==> config.mk <==
export PLATFORM = sky130hd
export DESIGN_NAME = sync_framed_write_stream_parser_core
export DESIGN_NICKNAME = d
export VERILOG_FILES = /design/src/sv/sfwp_pkg.sv /design/src/sv/sfwp_parser.sv /design/src/sv/sfwp_out_fifo.sv /design/src/sv/sync_framed_write_stream_parser_core.sv
export SDC_FILE = /design/constraint.sdc
export NUM_CORES = 1
export LEC_CHECK = 0
export BUFFER_PORTS_ARGS = -buffer_cell sky130_fd_sc_hd__buf_4
export CAP_MARGIN = 20
export CELL_PAD_IN_SITES_DETAIL_PLACEMENT = 1
export CELL_PAD_IN_SITES_GLOBAL_PLACEMENT = 2
export CORE_MARGIN = 10
export CORE_UTILIZATION = 42
export CTS_CLUSTER_SIZE = 10
export DETAILED_ROUTE_END_ITERATION = 8
export HOLD_SLACK_MARGIN = 0.03
export PLACE_DENSITY = 0.88
export REMOVE_ABC_BUFFERS = 1
export SYNTH_ARGS = -nofsm -noshare
export SYNTH_HDL_FRONTEND = slang
export SYNTH_SLANG_ARGS = --single-unit
export TNS_END_PERCENT = 30
==> constraint.sdc <==
create_clock -name clk -period 3.6 [get_ports clk]
set_input_delay 0.18 -clock clk [delete_from_list [all_inputs] [get_ports clk]]
set_output_delay 0.18 -clock clk [all_outputs]
set_load 0.005 [all_outputs]
==> src/sv/sfwp_pkg.sv <==
// Shared types and constants for the framed write stream parser.
// No dependencies; every other file of the block refers to this package.
package sfwp_pkg;

  localparam int BYTE_W  = 8;
  localparam int ADDR_W  = 16;
  localparam int DATA_W  = 16;
  localparam int PHASE_W = 3;
  localparam int RUN_W   = 3;

  localparam logic [BYTE_W-1:0] SYNC_BYTE    = 8'h55;
  localparam logic [ADDR_W-1:0] SYNC_ADDRESS = 16'h5555;
  localparam logic [ADDR_W-1:0] END_ADDRESS  = 16'hFFFE;
  localparam logic [ADDR_W-1:0] ADDR_STEP    = 16'd2;

  // One decoded write.
  typedef struct packed {
    logic [ADDR_W-1:0] address;
    logic [DATA_W-1:0] data;
    logic              frame_end;
  } write_t;

endpackage

==> src/sv/sfwp_parser.sv <==
// Parse state machine of the framed write stream parser: updates the phase,
// sync run and record registers per byte. Depends on sfwp_pkg.
module sfwp_parser #(
  parameter int SYNC_RUN_LENGTH = 4
) (
  input  logic                         clk,
  input  logic                         rst,
  input  logic                         fire,
  input  logic [sfwp_pkg::BYTE_W-1:0]  byte_in,
  output logic                         has_write,
  output sfwp_pkg::write_t             write_out
);

  localparam logic [sfwp_pkg::PHASE_W-1:0] PH_WAIT     = 3'd0;
  localparam logic [sfwp_pkg::PHASE_W-1:0] PH_ADDR_LO  = 3'd1;
  localparam logic [sfwp_pkg::PHASE_W-1:0] PH_ADDR_HI  = 3'd2;
  localparam logic [sfwp_pkg::PHASE_W-1:0] PH_COUNT_LO = 3'd3;
  localparam logic [sfwp_pkg::PHASE_W-1:0] PH_COUNT_HI = 3'd4;
  localparam logic [sfwp_pkg::PHASE_W-1:0] PH_DATA_LO  = 3'd5;
  localparam logic [sfwp_pkg::PHASE_W-1:0] PH_DATA_HI  = 3'd6;

  localparam logic [sfwp_pkg::RUN_W-1:0] RUN_LEN = sfwp_pkg::RUN_W'(SYNC_RUN_LENGTH);

  logic [sfwp_pkg::PHASE_W-1:0] phase, phase_next;
  logic [sfwp_pkg::RUN_W-1:0]   sync_run, sync_run_next, run_inc;
  logic [sfwp_pkg::ADDR_W-1:0]  cur_address, cur_address_next, hi_address;
  logic [15:0]                  bytes_left, bytes_left_next, bytes_dec;
  logic [sfwp_pkg::BYTE_W-1:0]  low_byte, low_byte_next;
  logic                         done;

  always_comb begin
    phase_next       = phase;
    cur_address_next = cur_address;
    bytes_left_next  = bytes_left;
    low_byte_next    = low_byte;
    bytes_dec        = bytes_left - 16'd1;
    hi_address       = {byte_in, cur_address[7:0]};
    done             = (bytes_dec == 16'd0);
    has_write        = 1'b0;
    write_out.address   = cur_address;
    write_out.data      = {byte_in, low_byte};
    write_out.frame_end = done && (cur_address == sfwp_pkg::END_ADDRESS);

    case (phase)
      PH_ADDR_LO: begin
        cur_address_next = {8'h00, byte_in};
        phase_next       = PH_ADDR_HI;
      end
      PH_ADDR_HI: begin
        cur_address_next = hi_address;
        phase_next = (hi_address != sfwp_pkg::SYNC_ADDRESS) ? PH_COUNT_LO : PH_WAIT;
      end
      PH_COUNT_LO: begin
        bytes_left_next = {8'h00, byte_in};
        phase_next      = PH_COUNT_HI;
      end
      PH_COUNT_HI: begin
        bytes_left_next = {byte_in, bytes_left[7:0]};
        phase_next      = PH_DATA_LO;
      end
      PH_DATA_LO: begin
        low_byte_next   = byte_in;
        bytes_left_next = bytes_dec;
        phase_next      = PH_DATA_HI;
      end
      PH_DATA_HI: begin
        bytes_left_next = bytes_dec;
        has_write       = 1'b1;
        if (done) begin
          phase_next = PH_ADDR_LO;
        end else begin
          cur_address_next = cur_address + sfwp_pkg::ADDR_STEP;
          phase_next       = PH_DATA_LO;
        end
      end
      default: begin
        phase_next = PH_WAIT;
      end
    endcase

    // The sync run is checked after the byte has gone through the phase logic.
    run_inc       = (byte_in == sfwp_pkg::SYNC_BYTE) ? sync_run + 3'd1 : '0;
    sync_run_next = run_inc;
    if (run_inc == RUN_LEN) begin
      phase_next    = PH_ADDR_LO;
      sync_run_next = '0;
    end
  end

  always_ff @(posedge clk) begin
    if (rst) begin
      phase    <= PH_WAIT;
      sync_run <= '0;
    end else if (fire) begin
      phase    <= phase_next;
      sync_run <= sync_run_next;
    end
  end

  always_ff @(posedge clk) begin
    if (fire) begin
      cur_address <= cur_address_next;
      bytes_left  <= bytes_left_next;
      low_byte    <= low_byte_next;
    end
  end

endmodule

==> src/sv/sfwp_out_fifo.sv <==
// Two-entry output queue that decouples the parser from the result receiver.
// Depends on sfwp_pkg for the write type.
module sfwp_out_fifo (
  input  logic              clk,
  input  logic              rst,
  input  logic              push,
  input  sfwp_pkg::write_t  push_data,
  output logic              space,
  output logic              out_valid,
  input  logic              out_stall,
  output sfwp_pkg::write_t  out_data
);

  sfwp_pkg::write_t entry [2];
  logic       wr_ptr, rd_ptr;
  logic [1:0] count;
  logic       pop;

  assign out_valid = (count != 2'd0);
  assign space     = (count != 2'd2);
  assign pop       = out_valid && !out_stall;
  assign out_data  = entry[rd_ptr];

  always_ff @(posedge clk) begin
    if (rst) begin
      wr_ptr <= 1'b0;
      rd_ptr <= 1'b0;
      count  <= 2'd0;
    end else begin
      if (push) begin
        wr_ptr <= !wr_ptr;
      end
      if (pop) begin
        rd_ptr <= !rd_ptr;
      end
      count <= count + {1'b0, push} - {1'b0, pop};
    end
  end

  always_ff @(posedge clk) begin
    if (push) begin
      entry[wr_ptr] <= push_data;
    end
  end

endmodule

==> src/sv/sync_framed_write_stream_parser_core.sv <==
// Top level of the framed write stream parser: input register, parse state
// machine and output queue. Depends on sfwp_pkg, sfwp_parser, sfwp_out_fifo.
//
// Usage: bytes of the stream arrive on byte_in with in_valid; a byte is taken
// at a clock edge where in_valid is high and in_stall is low. After
// SYNC_RUN_LENGTH consecutive 0x55 bytes the block reads records (address,
// count, data words, all little-endian) and emits one write word per data
// word on write_address, write_data and frame_end, qualified by out_valid
// and held while out_stall is high.
// Throughput is one byte per cycle while in_stall is low. A byte is captured
// in the input register and handled by the parse logic; its write, if any,
// enters the output queue at the edge where the byte leaves the input
// register, and out_valid comes from the queue's count register. The parser
// state update is combinational logic between registers, so the only limit
// on rate is room in the two-entry output queue.
// When the receiver stalls, the queue fills; once it is full, a byte that
// completes a data word waits in the input register and in_stall rises.
// Bytes that make no write still pass through while the queue is full.
// Reset (rst, synchronous) empties the input register and the queue and puts
// the parser back to waiting for sync with a zero sync run. Address, count
// and held low byte are not reset; they are always written before use.
module sync_framed_write_stream_parser_core #(
  parameter int SYNC_RUN_LENGTH = 4
) (
  input  logic                         clk,
  input  logic                         rst,
  input  logic                         in_valid,
  output logic                         in_stall,
  input  logic [sfwp_pkg::BYTE_W-1:0]  byte_in,
  output logic                         out_valid,
  input  logic                         out_stall,
  output logic [sfwp_pkg::ADDR_W-1:0]  write_address,
  output logic [sfwp_pkg::DATA_W-1:0]  write_data,
  output logic                         frame_end
);

  // Input register holding the byte under work.
  logic                        s1_valid;
  logic [sfwp_pkg::BYTE_W-1:0] s1_byte;
  logic                        s1_fire;
  logic                        in_accept;

  logic             has_write;
  logic             fifo_space;
  sfwp_pkg::write_t parsed;
  sfwp_pkg::write_t queued;

  // A byte leaves the input register unless it makes a write and the queue
  // is full. Everything here comes from registers, so in_stall does not
  // depend on out_stall combinationally.
  assign s1_fire   = s1_valid && (!has_write || fifo_space);
  assign in_stall  = s1_valid && !s1_fire;
  assign in_accept = in_valid && !in_stall;

  always_ff @(posedge clk) begin
    if (rst) begin
      s1_valid <= 1'b0;
    end else if (in_accept) begin
      s1_valid <= 1'b1;
    end else if (s1_fire) begin
      s1_valid <= 1'b0;
    end
  end

  always_ff @(posedge clk) begin
    if (in_accept) begin
      s1_byte <= byte_in;
    end
  end

  sfwp_parser #(
    .SYNC_RUN_LENGTH(SYNC_RUN_LENGTH)
  ) u_parser (
    .clk       (clk),
    .rst       (rst),
    .fire      (s1_fire),
    .byte_in   (s1_byte),
    .has_write (has_write),
    .write_out (parsed)
  );

  sfwp_out_fifo u_out_fifo (
    .clk       (clk),
    .rst       (rst),
    .push      (s1_fire && has_write),
    .push_data (parsed),
    .space     (fifo_space),
    .out_valid (out_valid),
    .out_stall (out_stall),
    .out_data  (queued)
  );

  assign write_address = queued.address;
  assign write_data    = queued.data;
  assign frame_end     = queued.frame_end;

`ifndef SYNTHESIS
  // A byte held back in the input register keeps its value.
  a_held_byte: assert property (@(posedge clk) disable iff (rst)
    s1_valid && !s1_fire |=> s1_valid && $stable(s1_byte))
    else $error("held input byte changed or was lost");

  // The queue can only be full while it offers a result.
  a_full_has_output: assert property (@(posedge clk) disable iff (rst)
    !fifo_space |-> out_valid)
    else $error("output queue full without a valid result");

  // A frame end is only flagged on the end-of-frame address.
  a_frame_end_addr: assert property (@(posedge clk) disable iff (rst)
    out_valid && frame_end |-> write_address == sfwp_pkg::END_ADDRESS)
    else $error("frame end on a write not at the end-of-frame address");

  // Input is stalled only when a write is blocked by a full queue.
  a_stall_cause: assert property (@(posedge clk) disable iff (rst)
    in_stall |-> has_write && !fifo_space)
    else $error("input stalled without a blocked write");
`endif

endmodule
# [Word-level counts from Yosys, hierarchy flattened]
# Memory sizes are Yosys's and may differ from the RTL's. A register that Yosys moved wholly into a read port is not among the register bits.
# Index checks and enable logic that the tools add are counted.
[classes] n_addsub=5 mul=0 div=0 magnitude_cmp=0 n_eq_ne=12 shifts=0 n_mux=16 bitwise=2 n_reduce_logical=26
[ops] op="16-bit one-hot mux with 3 select lines" count=2
[ops] op="3-bit one-hot mux with 6 select lines" count=1
[ops] op="16-bit by 2-bit adder with 16-bit output (second input constant)" count=1
[ops] op="16-bit == test (second input constant)" count=1
[ops] op="16-bit logical NOT" count=1
[ops] op="16-bit two-way mux" count=1
[ops] op="16-bit by 15-bit inequality test with 1-bit output (second input constant)" count=1
[ops] op="16-bit by 1-bit subtractor with 16-bit output (second input constant)" count=1
[ops] op="3-bit == test (second input constant)" count=4
[ops] op="3-bit two-way mux" count=4
[ops] op="8-bit by 7-bit == test with 1-bit output (second input constant)" count=1
[ops] op="2-bit nonzero test" count=4
[ops] op="1-bit two-way mux" count=7
[ops] op="3-bit by 2-bit == test with 1-bit output (second input constant)" count=2
[ops] op="1-bit logical AND" count=6
[ops] op="1-bit logical NOT" count=6
[ops] op="3-bit AND reduction" count=2
[ops] op="3-bit nonzero test" count=2
[ops] op="2-bit inequality test (second input constant)" count=2
[ops] op="2-bit AND reduction" count=2
[ops] op="4-bit AND reduction" count=1
[ops] op="3-bit by 1-bit adder with 3-bit output (second input constant)" count=1
[ops] op="3-bit by 1-bit == test with 1-bit output (second input constant)" count=1
[ops] op="2-bit by 1-bit adder with 2-bit output" count=1
[ops] op="other kinds (5)" count=6
[totals] register_bits=59 latch_bits=0 mem_bits_rw=66 mem_bits_ro=0 in_bits=12 output_inout_bits=35 word_cells=74 n_memories=1
[mem_list] name="u_out_fifo.entry" depth=2 width=33 rd=1 rd_clocked_by_memory_dff=1 write_ports=1 line_no="sfwp_out_fifo.sv:14" text="sfwp_pkg::write_t entry [2];"

# [Depth between registers and ports, before layout]
[depth] depth_word=10 ltp_mapped=9 ltp_nobuf=8

# [Modules after synthesis]
# From an unflattened synthesis, not the netlist that was laid out.
[unflattened] hier_cells=441 area_unflattened_um2=5790.6
[by_module_without_submodules] mod="sfwp_parser" n_inst=1 cells_per_inst=298 area_each_um2=2832.7
[by_module_without_submodules] mod="sfwp_out_fifo" n_inst=1 cells_per_inst=126 area_each_um2=2648.8
[by_module_without_submodules] mod="sync_framed_write_stream_parser_core" n_inst=1 cells_per_inst=17 area_each_um2=309.0

# [Worst setup path after synthesis]
# No wires, ideal clock.
[synth_path] path_kind="flip-flop to flip-flop" from="register u_parser.phase[2] (netlist bit)" to="memory u_out_fifo.entry[0][0] (netlist bit) (enable)" arrival_ns=2.425 required_ns=3.177 path_slack_ns=0.751 path_stages_with_launch=5 path_buffers=2 synth_period_minus_slack_ns=2.849 cell_sequence="dfxtp_1 buf_2 buf_1 nand4_1 nor2_1"
[synth_between] elab_chain_cells=8
[synth_rtl] element="start, declared" line_no="sfwp_parser.sv:24" text="logic [sfwp_pkg::PHASE_W-1:0] phase, phase_next;"
[synth_rtl] element="start signal, assigned" line_no="sfwp_parser.sv:95" text="phase <= phase_next;"
[synth_rtl] element="3-bit == test (*)" line_no="sfwp_parser.sv:44" text="case (phase)"
[synth_rtl] element="1-bit two-way mux (*)" line_no="sfwp_parser.sv:44"
[synth_rtl] element="1-bit logical NOT" line_no="sync_framed_write_stream_parser_core.sv:51" text="assign s1_fire = s1_valid && (!has_write || fifo_space);"
[synth_rtl] element="1-bit logical OR" line_no="sync_framed_write_stream_parser_core.sv:51"
[synth_rtl] element="1-bit logical AND" line_no="sync_framed_write_stream_parser_core.sv:51"
[synth_rtl] element="1-bit logical AND (*)" line_no="sync_framed_write_stream_parser_core.sv:85" text=".push (s1_fire && has_write),"
[synth_rtl] element="1-bit two-way mux (*)" line_no="sfwp_out_fifo.sv:41" text="if (push) begin"
[synth_rtl] element="1-bit two-way mux (implied by the code) (*)" line_no="sfwp_out_fifo.sv:42" text="entry[wr_ptr] <= push_data;"
[synth_rtl] element="end, declared" line_no="sfwp_out_fifo.sv:14"
# Every way passes the cells marked *; elsewhere a longest branch is shown, timed or not.

# [Worst setup path after layout]
[layout_path] from="register u_parser.bytes_left[4]" to="register u_parser.cur_address[12] (netlist bit) (enable)"
[layout_between] elab_chain_cells=4
[layout_rtl] element="start, declared" line_no="sfwp_parser.sv:27" text="logic [15:0] bytes_left, bytes_left_next, bytes_dec;"
[layout_rtl] element="start signal, assigned" line_no="sfwp_parser.sv:103" text="bytes_left <= bytes_left_next;"
[layout_rtl] element="16-bit by 1-bit subtractor with 16-bit output" line_no="sfwp_parser.sv:36" text="bytes_dec = bytes_left - 16'd1;"
[layout_rtl] element="16-bit logical NOT" line_no="sfwp_parser.sv:38" text="done = (bytes_dec == 16'd0);"
[layout_rtl] element="2-bit inequality test (no source line)"
[layout_rtl] element="3-bit AND reduction (no source line)"
[layout_rtl] element="end signal, assigned" line_no="sfwp_parser.sv:102" text="cur_address <= cur_address_next;"
[layout_rtl] element="end, declared" line_no="sfwp_parser.sv:26" text="logic [sfwp_pkg::ADDR_W-1:0] cur_address, cur_address_next, hi_address;"
# Every way passes these cells.
# A chain may end at the register's enable or synchronous reset.

==> metrics.csv <==
stage;metric;value;unit
run_status;status;completed;
timing;rsz0062_at_grt;no;
floorplan;rows;42;
synthesis;synth_area_leaders;edfxtp_1 (59%), mux2_2 (6.4%), dfxtp_1 (4.1%), xor2_1 (2.9%), nand2_1 (2.7%);
clock_network;cts_buffers;17;
floorplan;dieArea;18900;um^2
global_route;grt_max_degree;34;
drt;drc;0;
timing;fin_crit;2.83;ns
worst_setup_path;r2r-end;u_parser.cur_address[12];
synthesis;synth_area;5810;um^2
hold_path;hp-class;primary input to flip-flop;
timing;relSlewSlack;0.411;
timing;max_freq;0.353;GHz
synthesis;post-synth-top-count-cell;edfxtp_1;
worst_setup_path;critPathMaxFanout;8;
cells_and_area;fillCellCount;1380;
power;vdd_drop_max;0.477;mV
synthesis;synth_top_cell_by_area;edfxtp_1;
synthesis;synthCells;450;
cells_and_area;area_delta_synth_final;20.8;%
clock_network;clock_sinks;126;
floorplan;fp.dieW;138;um
drt;first_pass_iters;5;
power;cellPowerDensity;533;nW/um^2
floorplan;core_area;13400;um^2
placed_design;dp.final_hpwl;9250;um
timing;finalCritPeriodShare;0.787;
global_route;grt_pass1_vias;4091;
clock_network;clk_path_buf_depth;2;
timing;final.setup.tns;0;ns
timing;drv_slew;0;
synthesis;synth-xor-area-share;0.0498;
synthesis;synth.area.mux_share;0.0640;
synthesis;ys.warnings.count;0;
cells_and_area;fin_util;0.523;
worst_setup_path;crit_arrival;2.87;ns
hold_path;hold_start;rst;
worst_setup_path;timing.rr.start;u_parser.bytes_left[4];
global_route;grt-ovfl-total;0;
drt;drt_iter0_drc;277;
floorplan;ios;47;
synthesis;synth_cell_types;56;
clock_network;cts_tree;built;
synthesis;synth_ff_type;edfxtp_1;
worst_setup_path;rrSetupSlack;0.77;ns
drt;via_count;3849;
clock_network;h-tree-depth;4;
floorplan;start_util;0.433;
drt;via_per_inst;5.51;
synthesis;synth_top_family_by_area;simple AND/OR/NAND/NOR gates;
floorplan;die_h;138;um
synthesis;synth_top_area_share;0.590;
clock_network;clk_latency;0.42;ns
timing;tightest_slew;0.884;ns
clock_network;cts_setup_buffers;0;
clock_network;ctsResizeCount;0;
drt;wirelength;14100;um
clock_network;clk_pin_slew;0.05;ns
global_route;antenna_found_initial;0;
synthesis;synth_simple_gate_area_share;0.134;
worst_setup_path;end_kind;flip-flop;
synthesis;synthArstFlopShare;0;
drt;ant_nets;0;
worst_setup_path;rr_worst_depth;5;
synthesis;avgSynthCellArea;12.9;um^2
synthesis;seq_area_frac_synth;0.631;
flow_run;drv_cap;0;
cells_and_area;antennaDiodeCount;0;
timing;setup_violations;0;
synthesis;ys_ff_latch;126;
drt;wl_per_cell;20.2;um
clock_network;clockRootBuffer;clkbuf_16;
global_route;grt_pass1_wl;22900;um
worst_setup_path;cp-start-kind;flip-flop;
power;leakage;0.00236;uW
worst_setup_path;critPathRequiredTime;3.64;ns
synthesis;synth_compound_gate_area_share;0.0838;
synthesis;synth_fa_ha_area_frac;0.0129;
hold_path;hold_depth;2;
clock_network;ctsHoldBuffers;9;
cells_and_area;drive_gt1_frac;0.245;
cells_and_area;nNetsFinal;529;
global_route;grt_usage;0.159;
synthesis;synth_edf_count;114;
hold_path;hold_end;s1_valid;
timing;hold_violations;0;
placed_design;numPortBuffers;46;
timing;skew;0.00813;ns
synthesis;netlist_top_cells_count;edfxtp_1 (114), nand2_1 (41), mux2_2 (33);
placed_design;gp_congestion;0.767;
worst_setup_path;critPathKind;flip-flop to flip-flop;
metal layers:
metal	part of all wire	vias to the layer above	global-route usage	routed length, um
met5	0	-	0	0
met4	0.016	0	0.0515	223
met3	0.049	13	0.0433	691
met2	0.50	90	0.262	7100
met1	0.43	1934	0.198	6110
li1	-	1812	-	-
cells by family after synthesis:
logic type	after synthesis
and+or+nand+nor	146
DFF	126
AOI/OAI and AO/OA	73
xor gates and xnor gates	33
buffers and inverters	33
muxes	33
adders and majority gates	6
layout make-up:
cell class | instances | area (um^2) | share of cell area
Timing Repair Buffer | 64 | 503 | 0.0717
Clock inverter | 10 | 139 | 0.0198
Tap cell | 176 | 220 | 0.0314
Clock buffer | 21 | 440 | 0.0628
Sequential cell | 126 | 3660 | 0.522
Multi-Input combinational cell | 291 | 2010 | 0.286
Inverter | 11 | 41.3 | 0.00589
through the flow:
step                hold slack (ns)  cells  instance area, um^2  power [uW]  setup WS (ns)
floorplan                     0.245    428                 5710        1880          0.263
detailed placement            0.360    659                 6340        2080          0.776
CTS                          0.0418    699                 7010        3770          0.772
global route                 0.0465    699                 7010        3890          0.537
global placement              0.359    659                 6340        2060          0.902
finish                       0.0563    699                 7010        3740          0.767
report_power, final:
part | internal, uW | switching (uW) | total, uW | leakage (uW)
logic | 231 | 171 | 401 | 0.000959
registers | 1610 | 36.1 | 1650 | 0.00113
clock network | 1080 | 606 | 1690 | 0.000272
total | 2930 | 813 | 3740 | 0.00236
how the worst max path moves through the flow:
stage,cells after the start,slack (ns),end,startpoint
2_1_floorplan,3,0.26,u_out_fifo.entry[0][0],u_parser.phase[1]
3_3_place_gp,7,0.90,u_parser.cur_address[14],u_parser.bytes_left[0]
3_5_place_dp,7,0.78,u_parser.cur_address[10],u_parser.bytes_left[0]
4_1_cts,5,0.77,u_parser.cur_address[13],u_parser.bytes_left[4]
5_1_grt,7,0.54,u_parser.cur_address[14],u_parser.bytes_left[1]
6_report,5,0.77,u_parser.cur_address[12],u_parser.bytes_left[4]
worst max-delay path: stages, from the launching register on:
cell	delay, ns
edfxtp_1	0.48
nor3_1	0.57
nand4_1	0.26
xnor2_1	0.37
nor4_4	0.12
a221oi_2	0.68
cell usage in the layout, fill, tap and decap left out, types with 10 or more instances in the layout:
master / n
clkbuf_16: 17
nor3_1: 11
nand2_1: 41
a21oi_1: 10
nor2b_1: 10
edfxtp_1: 114
o21ai_0: 27
xor2_1: 19
inv_1: 11
dfxtp_1: 12
buf_4: 55
mux2_2: 33
nor2_1: 30
nand4_1: 10
xnor2_1: 14
flip-flops by register name, summed over array words and instances (netlist names), named ones only:
name and count:
u_out_fifo.wr_ptr 1, u_parser.phase 3, u_out_fifo.count 2, u_out_fifo.rd_ptr 1
s1_valid 1, u_parser.low_byte 8, u_parser.sync_run 3, u_parser.bytes_left 16
u_out_fifo.entry 66, u_parser.cur_address 16, s1_byte 8
(Power assumes the default switching activity.)
